## src/hdl/ghash_pkg.sv

```systemverilog
// ----------------------------------------------------------------------------
// ghash_pkg
// Types, constants and GF(2^128) helpers for the GHASH engine.
// ----------------------------------------------------------------------------
package ghash_pkg;

  localparam int BLK_W     = 128;               // field element width
  localparam int HALF_W    = 64;
  localparam int BLK_BYTES = 16;
  localparam int CNT_W     = 61;                // byte counters, wrap mod 2^61
  localparam int LEN_SHIFT = 3;                 // bytes to bits
  localparam int DIGIT_W   = 16;                // multiplier bits per cycle
  localparam int STEPS     = BLK_W / DIGIT_W;
  localparam int STEP_W    = $clog2(STEPS);
  localparam int BCNT_W    = 5;

  // x^128 = 1 + x + x^2 + x^7, bit-reflected: lands in the top byte
  localparam logic [BLK_W-1:0] GF_RED = {8'hE1, {(BLK_W-8){1'b0}}};

  // Configuration register indexes
  typedef enum logic [0:0] {
    REG_HASH_KEY_HI = 1'b0,
    REG_HASH_KEY_LO = 1'b1
  } reg_idx_t;

  typedef enum logic [1:0] {
    ST_IDLE,
    ST_MUL_DATA,
    ST_MUL_LEN,
    ST_EMIT
  } state_t;

  typedef struct packed {
    logic [HALF_W-1:0] block_hi;
    logic [HALF_W-1:0] block_lo;
    logic [BCNT_W-1:0] byte_count;
    logic              section;
    logic              last;
  } blk_t;

  typedef struct packed {
    logic [HALF_W-1:0] tag_hi;
    logic [HALF_W-1:0] tag_lo;
  } tag_t;

  // Multiply v by x^n (n up to DIGIT_W) with reduction.
  // Dropped bits fold back at most DIGIT_W-1 places, so one fold is enough.
  function automatic logic [BLK_W-1:0] gf_mulx(input logic [BLK_W-1:0] v,
                                               input int unsigned n);
    logic [BLK_W-1:0] res;
    res = v >> n;
    for (int unsigned k = 0; k < DIGIT_W; k++) begin
      if (k < n && v[k]) begin
        res ^= GF_RED >> (n - 1 - k);
      end
    end
    return res;
  endfunction

endpackage

```

## src/hdl/ghash_mul.sv

```systemverilog
// ----------------------------------------------------------------------------
// ghash_mul
// Digit-serial GF(2^128) multiplier: 16 operand bits per cycle.
// ----------------------------------------------------------------------------
module ghash_mul import ghash_pkg::*; (
  input  logic             clk,
  input  logic             rst,
  input  logic             start,
  input  logic [BLK_W-1:0] op,
  input  logic [BLK_W-1:0] key,
  output logic             done,
  output logic [BLK_W-1:0] prod
);

  logic [BLK_W-1:0]   a_sr;   // operand, consumed from the top
  logic [BLK_W-1:0]   v;      // key times x^(bits consumed)
  logic [BLK_W-1:0]   z;      // running product
  logic [STEP_W-1:0]  step;
  logic               busy;
  logic [DIGIT_W-1:0] digit;
  logic [BLK_W-1:0]   pp;

  // Partial product of one digit against the current key multiple
  always_comb begin
    digit = a_sr[BLK_W-1 -: DIGIT_W];
    pp    = '0;
    for (int j = 0; j < DIGIT_W; j++) begin
      if (digit[DIGIT_W-1-j]) begin
        pp ^= gf_mulx(v, j);
      end
    end
  end

  // Sequencing
  always_ff @(posedge clk) begin
    if (rst) begin
      busy <= 1'b0;
      done <= 1'b0;
      step <= '0;
    end else begin
      done <= 1'b0;
      if (start) begin
        busy <= 1'b1;
        step <= '0;
      end else if (busy) begin
        step <= step + 1'b1;
        if (step == STEP_W'(STEPS - 1)) begin
          busy <= 1'b0;
          done <= 1'b1;
        end
      end
    end
  end

  // Datapath
  always_ff @(posedge clk) begin
    if (start) begin
      a_sr <= op;
      v    <= key;
      z    <= '0;
    end else if (busy) begin
      a_sr <= a_sr << DIGIT_W;
      v    <= gf_mulx(v, DIGIT_W);
      z    <= z ^ pp;
    end
  end

  assign prod = z;

endmodule

```

## src/hdl/ghash_engine.sv

```systemverilog
// ----------------------------------------------------------------------------
// ghash_engine
// GCM GHASH over additional data and ciphertext, tag on the last block.
// ----------------------------------------------------------------------------
// Each accepted block with a nonzero byte count is XORed into the
// accumulator and multiplied by H in a digit-serial GF(2^128) unit that
// handles 16 bits per cycle, and the engine stays busy through the load,
// the multiply and its completion; a block with a byte count of zero and
// no last flag is taken without a multiply. A last transaction adds a
// multiply of the length block, started in the cycle the data multiply
// completes (or on acceptance of an empty last), then the tag is posted
// from the emit state. The tag sits in an output register, so the next
// message can start while the tag waits to be taken; a second tag holds
// the engine in its emit state until the first one is taken. Counters and
// accumulator clear when the tag is posted; the key registers are kept.
// ----------------------------------------------------------------------------
module ghash_engine import ghash_pkg::*; (
  input  logic              clk,
  input  logic              rst,
  // key configuration
  input  logic              wr_en,
  input  reg_idx_t          wr_index,
  input  logic [HALF_W-1:0] wr_data,
  // block input
  input  logic              blk_valid,
  output logic              blk_ready,
  input  blk_t              blk,
  // tag output
  output logic              tag_valid,
  input  logic              tag_ready,
  output tag_t              tag
);

  state_t            state, state_next;
  logic [BLK_W-1:0]  hash_key;
  logic [BLK_W-1:0]  acc;
  logic [CNT_W-1:0]  aad_bytes;
  logic [CNT_W-1:0]  text_bytes;
  logic              last_q;

  logic              accept;
  logic              emit;
  logic              mul_start;
  logic [BLK_W-1:0]  mul_op;
  logic              mul_done;
  logic [BLK_W-1:0]  mul_prod;
  logic [BCNT_W-1:0] n_sat;
  logic              has_data;
  logic [BLK_W-1:0]  blk_vec;
  logic [BLK_W-1:0]  masked;
  logic [BLK_W-1:0]  len_blk;

  // Key registers
  always_ff @(posedge clk) begin
    if (rst) begin
      hash_key <= '0;
    end else if (wr_en) begin
      case (wr_index)
        REG_HASH_KEY_HI: hash_key[BLK_W-1 -: HALF_W] <= wr_data;
        REG_HASH_KEY_LO: hash_key[HALF_W-1:0]        <= wr_data;
        default: ;
      endcase
    end
  end

  // Byte count saturation, padding and length block
  always_comb begin
    n_sat    = (blk.byte_count > BCNT_W'(BLK_BYTES)) ? BCNT_W'(BLK_BYTES) : blk.byte_count;
    has_data = (n_sat != '0);
    blk_vec  = {blk.block_hi, blk.block_lo};
    masked   = '0;
    for (int b = 0; b < BLK_BYTES; b++) begin
      if (BCNT_W'(b) < n_sat) begin
        masked[BLK_W-1-8*b -: 8] = blk_vec[BLK_W-1-8*b -: 8];
      end
    end
    len_blk = {aad_bytes, {LEN_SHIFT{1'b0}}, text_bytes, {LEN_SHIFT{1'b0}}};
  end

  // Next state
  always_comb begin
    state_next = state;
    case (state)
      ST_IDLE: begin
        if (blk_valid) begin
          if (has_data)      state_next = ST_MUL_DATA;
          else if (blk.last) state_next = ST_MUL_LEN;
        end
      end
      ST_MUL_DATA: begin
        if (mul_done) state_next = last_q ? ST_MUL_LEN : ST_IDLE;
      end
      ST_MUL_LEN: begin
        if (mul_done) state_next = ST_EMIT;
      end
      ST_EMIT: begin
        if (!tag_valid || tag_ready) state_next = ST_IDLE;
      end
      default: state_next = ST_IDLE;
    endcase
  end

  // Control outputs
  always_comb begin
    blk_ready = 1'b0;
    mul_start = 1'b0;
    mul_op    = acc ^ masked;
    emit      = 1'b0;
    case (state)
      ST_IDLE: begin
        blk_ready = 1'b1;
        if (blk_valid) begin
          if (has_data) begin
            mul_start = 1'b1;
          end else if (blk.last) begin
            mul_start = 1'b1;
            mul_op    = acc ^ len_blk;
          end
        end
      end
      ST_MUL_DATA: begin
        mul_op = mul_prod ^ len_blk;
        if (mul_done && last_q) mul_start = 1'b1;
      end
      ST_EMIT: begin
        emit = !tag_valid || tag_ready;
      end
      default: ;
    endcase
  end

  assign accept = blk_valid && blk_ready;

  always_ff @(posedge clk) begin
    if (rst) begin
      state <= ST_IDLE;
    end else begin
      state <= state_next;
    end
  end

  // Message state: accumulator, byte counters, last flag
  always_ff @(posedge clk) begin
    if (rst) begin
      acc        <= '0;
      aad_bytes  <= '0;
      text_bytes <= '0;
      last_q     <= 1'b0;
    end else if (emit) begin
      acc        <= '0;
      aad_bytes  <= '0;
      text_bytes <= '0;
    end else begin
      if (accept) begin
        last_q <= blk.last;
        if (has_data) begin
          if (blk.section) text_bytes <= text_bytes + CNT_W'(n_sat);
          else             aad_bytes  <= aad_bytes + CNT_W'(n_sat);
        end
      end
      if (mul_done) begin
        acc <= mul_prod;
      end
    end
  end

  // Tag output register
  always_ff @(posedge clk) begin
    if (rst) begin
      tag_valid <= 1'b0;
    end else if (emit) begin
      tag_valid <= 1'b1;
    end else if (tag_ready) begin
      tag_valid <= 1'b0;
    end
  end

  always_ff @(posedge clk) begin
    if (emit) begin
      tag <= acc;
    end
  end

  ghash_mul u_mul (
    .clk   (clk),
    .rst   (rst),
    .start (mul_start),
    .op    (mul_op),
    .key   (hash_key),
    .done  (mul_done),
    .prod  (mul_prod)
  );

endmodule

```

## config.mk

```make
export PLATFORM = sky130hd
export DESIGN_NAME = ghash_engine
export DESIGN_NICKNAME = d
export VERILOG_FILES = /design/src/hdl/ghash_pkg.sv /design/src/hdl/ghash_mul.sv /design/src/hdl/ghash_engine.sv
export SDC_FILE = /design/constraint.sdc
export NUM_CORES = 2
export LEC_CHECK = 0
export ABC_CLOCK_PERIOD_IN_PS = 7800
export BUFFER_PORTS_ARGS = -buffer_cell sky130_fd_sc_hd__buf_2
export CORE_MARGIN = 2
export CORE_UTILIZATION = 50
export CTS_BUF_LIST = sky130_fd_sc_hd__clkbuf_2 sky130_fd_sc_hd__clkbuf_4 sky130_fd_sc_hd__clkbuf_8
export DETAILED_ROUTE_END_ITERATION = 10
export HOLD_SLACK_MARGIN = 0.1
export PLACE_DENSITY = 0.77
export SYNTH_ARGS = -nofsm -noshare
export SYNTH_HDL_FRONTEND = slang
export SYNTH_SLANG_ARGS = --single-unit
```

## constraint.sdc

```tcl
create_clock -name clk -period 7.8 [get_ports clk]
set_input_delay 0.39 -clock clk [delete_from_list [all_inputs] [get_ports clk]]
set_output_delay 0.39 -clock clk [all_outputs]
set_load 0.01 [all_outputs]
```

# [Word level (Yosys, flattened, before mapping)]
# Index checks and enable logic that the tools add are counted.
[word_totals] out_inout_bits=130 ramBits=0 register_bits=899 wordCells=554 latchBits=0 memories=0 romBits=0
[op_classes] n_mux=348 n_reduce_logical=17 n_bitwise=144 magnitude_cmp=17 multipliers=0 shifts=0 add_sub_neg=3 eq_ne=9 div_mod_pow=0
[op_table] cell="$mux 128" n=189
[op_table] cell="$xor 128x128->128" n=19
[op_table] cell="$mux 127" n=15
[op_table] cell="$mux 126" n=14
[op_table] cell="$mux 125" n=13
[op_table] cell="$mux 124" n=12
[op_table] cell="$mux 123" n=11
[op_table] cell="$mux 122" n=10
[op_table] cell="$mux 121" n=9
[op_table] cell="$mux 120" n=8
[op_table] cell="$mux 119" n=7
[op_table] cell="$mux 118" n=6
[op_table] cell="$mux 117" n=5
[op_table] cell="$not 4->4" n=120
[op_table] cell="$mux 116" n=4
[op_table] cell="$mux 115" n=3
[op_table] cell="$pmux 128 s2" n=1
[op_table] cell="$mux 114" n=2
[op_table] cell="$mux 8" n=16
[op_table] cell="$add 61x5->61" n=2
[op_table] cell="$mux 113" n=1
[op_table] cell="$lt 4x5->1 const A" n=8
[op_table] cell="$lt 3x5->1 const A" n=4
[op_table] cell="$mux 2" n=7
[op_table] cell="other kinds (27)" n=52

# [Logic depth before layout (Yosys ltp)]
[logic_depth] word_depth=67 ltp_mapped=15 ltp_nobuf=12

# [Modules after synthesis]
# Synthesis repeated with hierarchy kept, for this count alone.
[unflattened] hier_cells=8679 area_unflattened_um2=69714.4
[modules_own_cells] mod="ghash_mul" cells_per_inst=5692 area_each_um2=43515.5 instances=1 seq_area_each_um2=10349.9
[modules_own_cells] mod="ghash_engine" cells_per_inst=2987 area_each_um2=26198.9 instances=1 seq_area_each_um2=11491.0

# [Worst setup path before layout]
# OpenSTA, ideal clock, no wires.
[synth_timing] path_type="in2reg" startpoint="input blk[5] (netlist name)" endpoint="register u_mul.a_sr[0] (enable)" t_required_ps=5848 stages=10 slack_ps=-588 t_arrival_ps=6436 cell_sequence="buf_2 > or3_1 > clkbuf_1 > or3_1 > nor2_1 > o21a_1 > buf_2 > buf_2 > buf_1 > nand2_1"
[synth_between] elab_chain_cells=7
[synth_rtl] element="from (decl)" line_no="ghash_engine.sv:27" rtl="input blk_t blk,"
[synth_rtl] element="$gt 5x5->1" line_no="ghash_engine.sv:68" rtl="n_sat = (blk.byte_count > BCNT_W'(BLK_BYTES)) ? BCNT_W'(BLK_BYTES) : blk.byte_count;"
[synth_rtl] element="$mux 5 *" line_no="ghash_engine.sv:68"
[synth_rtl] element="$reduce_bool 5->1 *" line_no="ghash_engine.sv:69" rtl="has_data = (n_sat != '0);"
[synth_rtl] element="$mux 1 *" line_no="ghash_engine.sv:113" rtl="if (has_data) begin"
[synth_rtl] element="$mux 1 *" line_no="ghash_engine.sv:112" rtl="if (blk_valid) begin"
[synth_rtl] element="$pmux 1 s2 *" line_no="ghash_engine.sv:109" rtl="case (state)"
[synth_rtl] element="$reduce_bool 2->1 (no line) *"
[synth_rtl] element="to (signal assigned)" line_no="ghash_mul.sv:58" rtl="a_sr <= op;"
[synth_rtl] element="to (signal assigned)" line_no="ghash_mul.sv:62" rtl="a_sr <= a_sr << DIGIT_W;"
[synth_rtl] element="to (decl)" line_no="ghash_mul.sv:15" rtl="logic [BLK_W-1:0] a_sr;"
# Every way passes the cells marked *; elsewhere a longest branch is shown, timed or not.
# A chain may end at the register's enable or synchronous reset.

# [Worst setup path after layout]
[layout_timing] startpoint="register state[0]" endpoint="register u_mul.v[24] (enable)"
[layout_between] elab_chain_cells=3
[layout_rtl] element="from (decl)" line_no="ghash_engine.sv:34" rtl="state_t state, state_next;"
[layout_rtl] element="from (signal assigned)" line_no="ghash_engine.sv:138" rtl="state <= state_next;"
[layout_rtl] element="$eq 2x1->1 / $logic_not 2->1 (equally long branches)" line_no="ghash_engine.sv:109"
[layout_rtl] element="$pmux 1 s2 *" line_no="ghash_engine.sv:109"
[layout_rtl] element="$reduce_bool 2->1 (no line) *"
[layout_rtl] element="to (signal assigned)" line_no="ghash_mul.sv:59" rtl="v <= key;"
[layout_rtl] element="to (signal assigned)" line_no="ghash_mul.sv:63" rtl="v <= gf_mulx(v, DIGIT_W);"
[layout_rtl] element="to (decl)" line_no="ghash_mul.sv:16" rtl="logic [BLK_W-1:0] v;"
# Marked as above.

==> qor.csv <==
stage,metric,value,unit
run_status,outcome,finished clean,
worst_setup_path,r2r.worst_path.cells,5,
timing,setup_viol,0,
logic_synthesis,synth.ff_latch_count,899,
clock_network,clock_sink_count,899,
grt,grt_antenna_before_repair,29,
timing,tightest_slew,1.21,ns
timing,fin_crit_sh,58.5,%
grt,grt_pass1_vias,55500,
clock_network,cts-htree-levels,4,
timing,final-max-slew-violation-count,0,
logic_synthesis,synth_fp_nets,8595,
timing,timing.setup.tns,0,ns
worst_setup_path,setup.reg_to_reg.worst_slack,3.24,ns
logic_synthesis,post_synth_inst_count,8376,
worst_setup_path,critical-path-top-delay-family,simple AND/OR/NAND/NOR gates,
detailed_routing,detail_route.iter0.violations,8231,
worst_setup_path,critical_path.cell_chain,"nor2_4, nand2_1, o21a_4, nand2_8, buf_12",
worst_hold_path,worst_hold_startpoint,blk[124],
detailed_routing,remaining_drc_errors,0,
detailed_routing,post_drt_wl_per_cell,21.6,um
logic_synthesis,synth_async_sr_flop_share,0,%
worst_setup_path,r2r_end,u_mul.v[24]$_DFFE_PP_,
worst_setup_path,cp-start-kind,flip-flop,
logic_synthesis,synthesis.area_per_instance,7.86,um2
cells_and_area,multi_input_logic_area,41200,um2
worst_setup_path,critical_path.reg2reg.startpoint,state[0]$_SDFFE_PP0P_,
logic_synthesis,post_synth_main_area_contributors,"sky130_fd_sc_hd__xnor2_1, sky130_fd_sc_hd__edfxtp_1, sky130_fd_sc_hd__nand2_1",
logic_synthesis,ys.warnings.count,0,
detailed_routing,drt-total-wl,221,mm
worst_hold_path,min_path_type,in2reg,
timing,fin_crit,4.56,ns
detailed_routing,remaining_antenna_violation_count,0,
timing,unrepaired_setup_endpoints_after_global_routing,false,
detailed_routing,detail_route.first_pass.iterations,8,
worst_setup_path,critPathMaxFanout,129,
worst_setup_path,critical-path-slowest-cell,sky130_fd_sc_hd__nor2_4,
pwr,total_leakage_power,0.0270,uW
timing,timing_hold_violations_final,0,
worst_setup_path,worst_path_bufs_invs,1,
logic_synthesis,netlist_area,65800,um2
clock_network,cts-root-to-sink-buffers,3,
cells_and_area,layout_cells_sized_above_1,7.89,%
worst_hold_path,hold_depth,5,
die,die_w,367,um
die,die_height,367,um
die,top_level_ports,335,
cells_and_area,fill_cells,11600,
logic_synthesis,synth_largest_area_cell,sky130_fd_sc_hd__xnor2_1,
timing,layout_setup_ws,3.24,ns
clock_network,cts_root_buf,sky130_fd_sc_hd__clkbuf_8,
logic_synthesis,synth_largest_type_area_fraction,21.9,%
timing,maxSlewHeadroom,19.3,%
logic_synthesis,synth.top_cells.by_count,"sky130_fd_sc_hd__nand2_1, sky130_fd_sc_hd__xnor2_1, sky130_fd_sc_hd__xor2_1, sky130_fd_sc_hd__nor2_1, sky130_fd_sc_hd__dfxtp_1",
cells_and_area,nNetsFinal,8556,
logic_synthesis,number_of_enable_flip_flop_cells_after_synthesis,384,
worst_setup_path,critPathMaxStageDelay,1.02,ns
placed_design,portBuffers,334,
cells_and_area,layout.area.seq,21800,um2
worst_setup_path,critical_path_sink_type,flip-flop,
worst_hold_path,timing.hold.worst_endpoint,u_mul.a_sr[117]$_DFFE_PP_,
clock_network,cts-resized-gates,0,
die,initial_core_util,50.2,%
worst_setup_path,crit_arrival,5.04,ns
clock_network,clock_insertion_delay_worst_skew,0.90,ns
timing,maxClockFrequency,0.219,GHz
die,number_of_placement_rows,133,
flow_run,cap_viol_max_count,0,
cells_and_area,area_growth,9.70,%
grt,maximum_number_of_pins_on_one_net_before_global_route_repair,185,
worst_setup_path,worstPathRequired,8.28,ns
placed_design,detailed_place_hpwl,140,mm
logic_synthesis,synth.lib_cells_used.distinct,62,
clock_network,cts_tree,built,
die,floorplan.die_area,135000,um2
grt,groute.usage.overall,31.7,%
clock_network,clk_pin_slew_worst_paths,0.06,ns
placed_design,dp_slack,3.14,ns
pwr,power_per_cell_area,334,nW/um2
logic_synthesis,synth.yosys.seq_area_share,33.2,%
die,design.core.area,131000,um2
clock_network,postCtsSetupBuffers,0,
detailed_routing,drt-vias-per-instance,5.77,
detailed_routing,num_vias,59000,
grt,grt_pass1_wl,334,mm
grt,globalRoute.totalOverflow,0,
placed_design,routability_cong,0.927,
pwr,vdd_drop_max,0.000256,V
logic_synthesis,synthMostInstantiatedCell,sky130_fd_sc_hd__nand2_1,
worst_setup_path,timing.setup.critical_path_class,reg2reg,
clock_network,tritoncts.num_buffers,142,
logic_synthesis,synth_flop_cell,sky130_fd_sc_hd__dfxtp_1,
timing,clock_skew,0.0500,ns
-- registers in the layout (all words and copies together), names as in the netlist --
register,count
u_mul.step,3
text_bytes,61
u_mul.a_sr,128
state,2
u_mul.prod,128
tag,128
tag_valid,1
u_mul.v,128
aad_bytes,61
u_mul.busy,1
u_mul.done,1
last_q,1
hash_key,128
acc,128
-- area by class of cell --
type                    count  area share [%]
repair buffers            538            5.20
multi-input cells        6734            57.1
flip-flops and latches    899            30.3
well taps                1755            3.04
clock buffers             210            3.57
inverters                  22           0.114
clock inverters            52           0.700
diodes                     14          0.0485
-- how the worst max path moves through the flow --
stage / startpoint / to / depth (start not counted)
after floorplan: blk[5] / u_mul.a_sr[0]$_SDFFCE_PN0P_ / 10
after global placement: blk[6] / u_mul.v[57]$_DFFE_PP_ / 9
after detailed placement: blk[6] / u_mul.v[45]$_DFFE_PP_ / 9
after CTS: state[0]$_SDFFE_PP0P_ / u_mul.v[40]$_DFFE_PP_ / 5
after global routing: state[0]$_SDFFE_PP0P_ / u_mul.v[40]$_DFFE_PP_ / 5
final: state[0]$_SDFFE_PP0P_ / u_mul.v[24]$_DFFE_PP_ / 5
-- report_power, final --
group | internal [uW] | switching [uW]
registers | 5490 | 1330
clock network | 2380 | 1980
logic | 5840 | 7090
-- kinds of logic after synthesis --
group                      Yosys count  share of synthesized area (%)
and+or+nand+nor                   3683                           21.8
AOI/OAI and AO/OA                  507                           5.21
xor gates and xnor gates          2389                           33.0
DFF                                899                           33.2
muxes                              141                           2.15
adders and majority gates           14                          0.289
buffers and inverters              743                           4.35
-- stage by stage --
step	util [%]	std cells	cell area (um2)	power [uW]	hold WS [ns]
2_1_floorplan	-	8376	65800	16000	0.437
6_report	55.1	10200	72200	24100	0.143
3_3_place_gp	51.6	9800	67600	19000	0.444
5_1_grt	55.1	10200	72200	25200	0.142
4_1_cts	55.1	10200	72100	23700	0.100
3_5_place_dp	51.6	9800	67600	19300	0.447
-- per-layer routing --
layer	part of all wire, %	up-vias	global-route usage, %
met4	5.7	34	16.5
met1	38	27800	42.2
met3	14	812	8.54
met2	42	4026	46.9
li1	-	26300	-
met5	0.096	-	0
-- worst reg2reg max path: cells and delay by family (launching register included) --
kind,cells,cell delay [ns]
flops,1,0.61
compound gates,1,0.52
simple gates,3,2.22
buf+inv,1,0.51
-- placed cells by master (no fill, tap or decap), types with 22 or more instances in the layout --
cell type	Yosys	layout
sky130_fd_sc_hd__nand2_1	2847	2845
sky130_fd_sc_hd__xnor2_1	1644	1644
sky130_fd_sc_hd__xor2_1	690	689
sky130_fd_sc_hd__nor2_1	616	615
sky130_fd_sc_hd__dfxtp_1	515	513
sky130_fd_sc_hd__edfxtp_1	384	384
sky130_fd_sc_hd__buf_2	38	333
sky130_fd_sc_hd__a21oi_1	181	181
sky130_fd_sc_hd__clkbuf_8	0	160
sky130_fd_sc_hd__dlygate4sd3_1	0	148
sky130_fd_sc_hd__mux2i_1	141	141
sky130_fd_sc_hd__a22oi_1	127	127
sky130_fd_sc_hd__a221oi_1	112	112
sky130_fd_sc_hd__clkbuf_4	0	50
sky130_fd_sc_hd__nand3_1	46	46
sky130_fd_sc_hd__buf_4	6	43
sky130_fd_sc_hd__xnor3_1	38	38
sky130_fd_sc_hd__o21ai_0	36	36
sky130_fd_sc_hd__and3_1	30	29
sky130_fd_sc_hd__or3_1	26	26
sky130_fd_sc_hd__nor3_1	26	26
sky130_fd_sc_hd__nand4_1	25	25
sky130_fd_sc_hd__inv_1	22	22
-- timing repair --
| action | CTS | global route |
|---|---|---|
| hold buffers | 148 | 0 |
| hold endpoints to repair | 218 | 0 |
| endpoints found under the setup margin | 0 | 0 |
(Power assumes the default switching activity.)
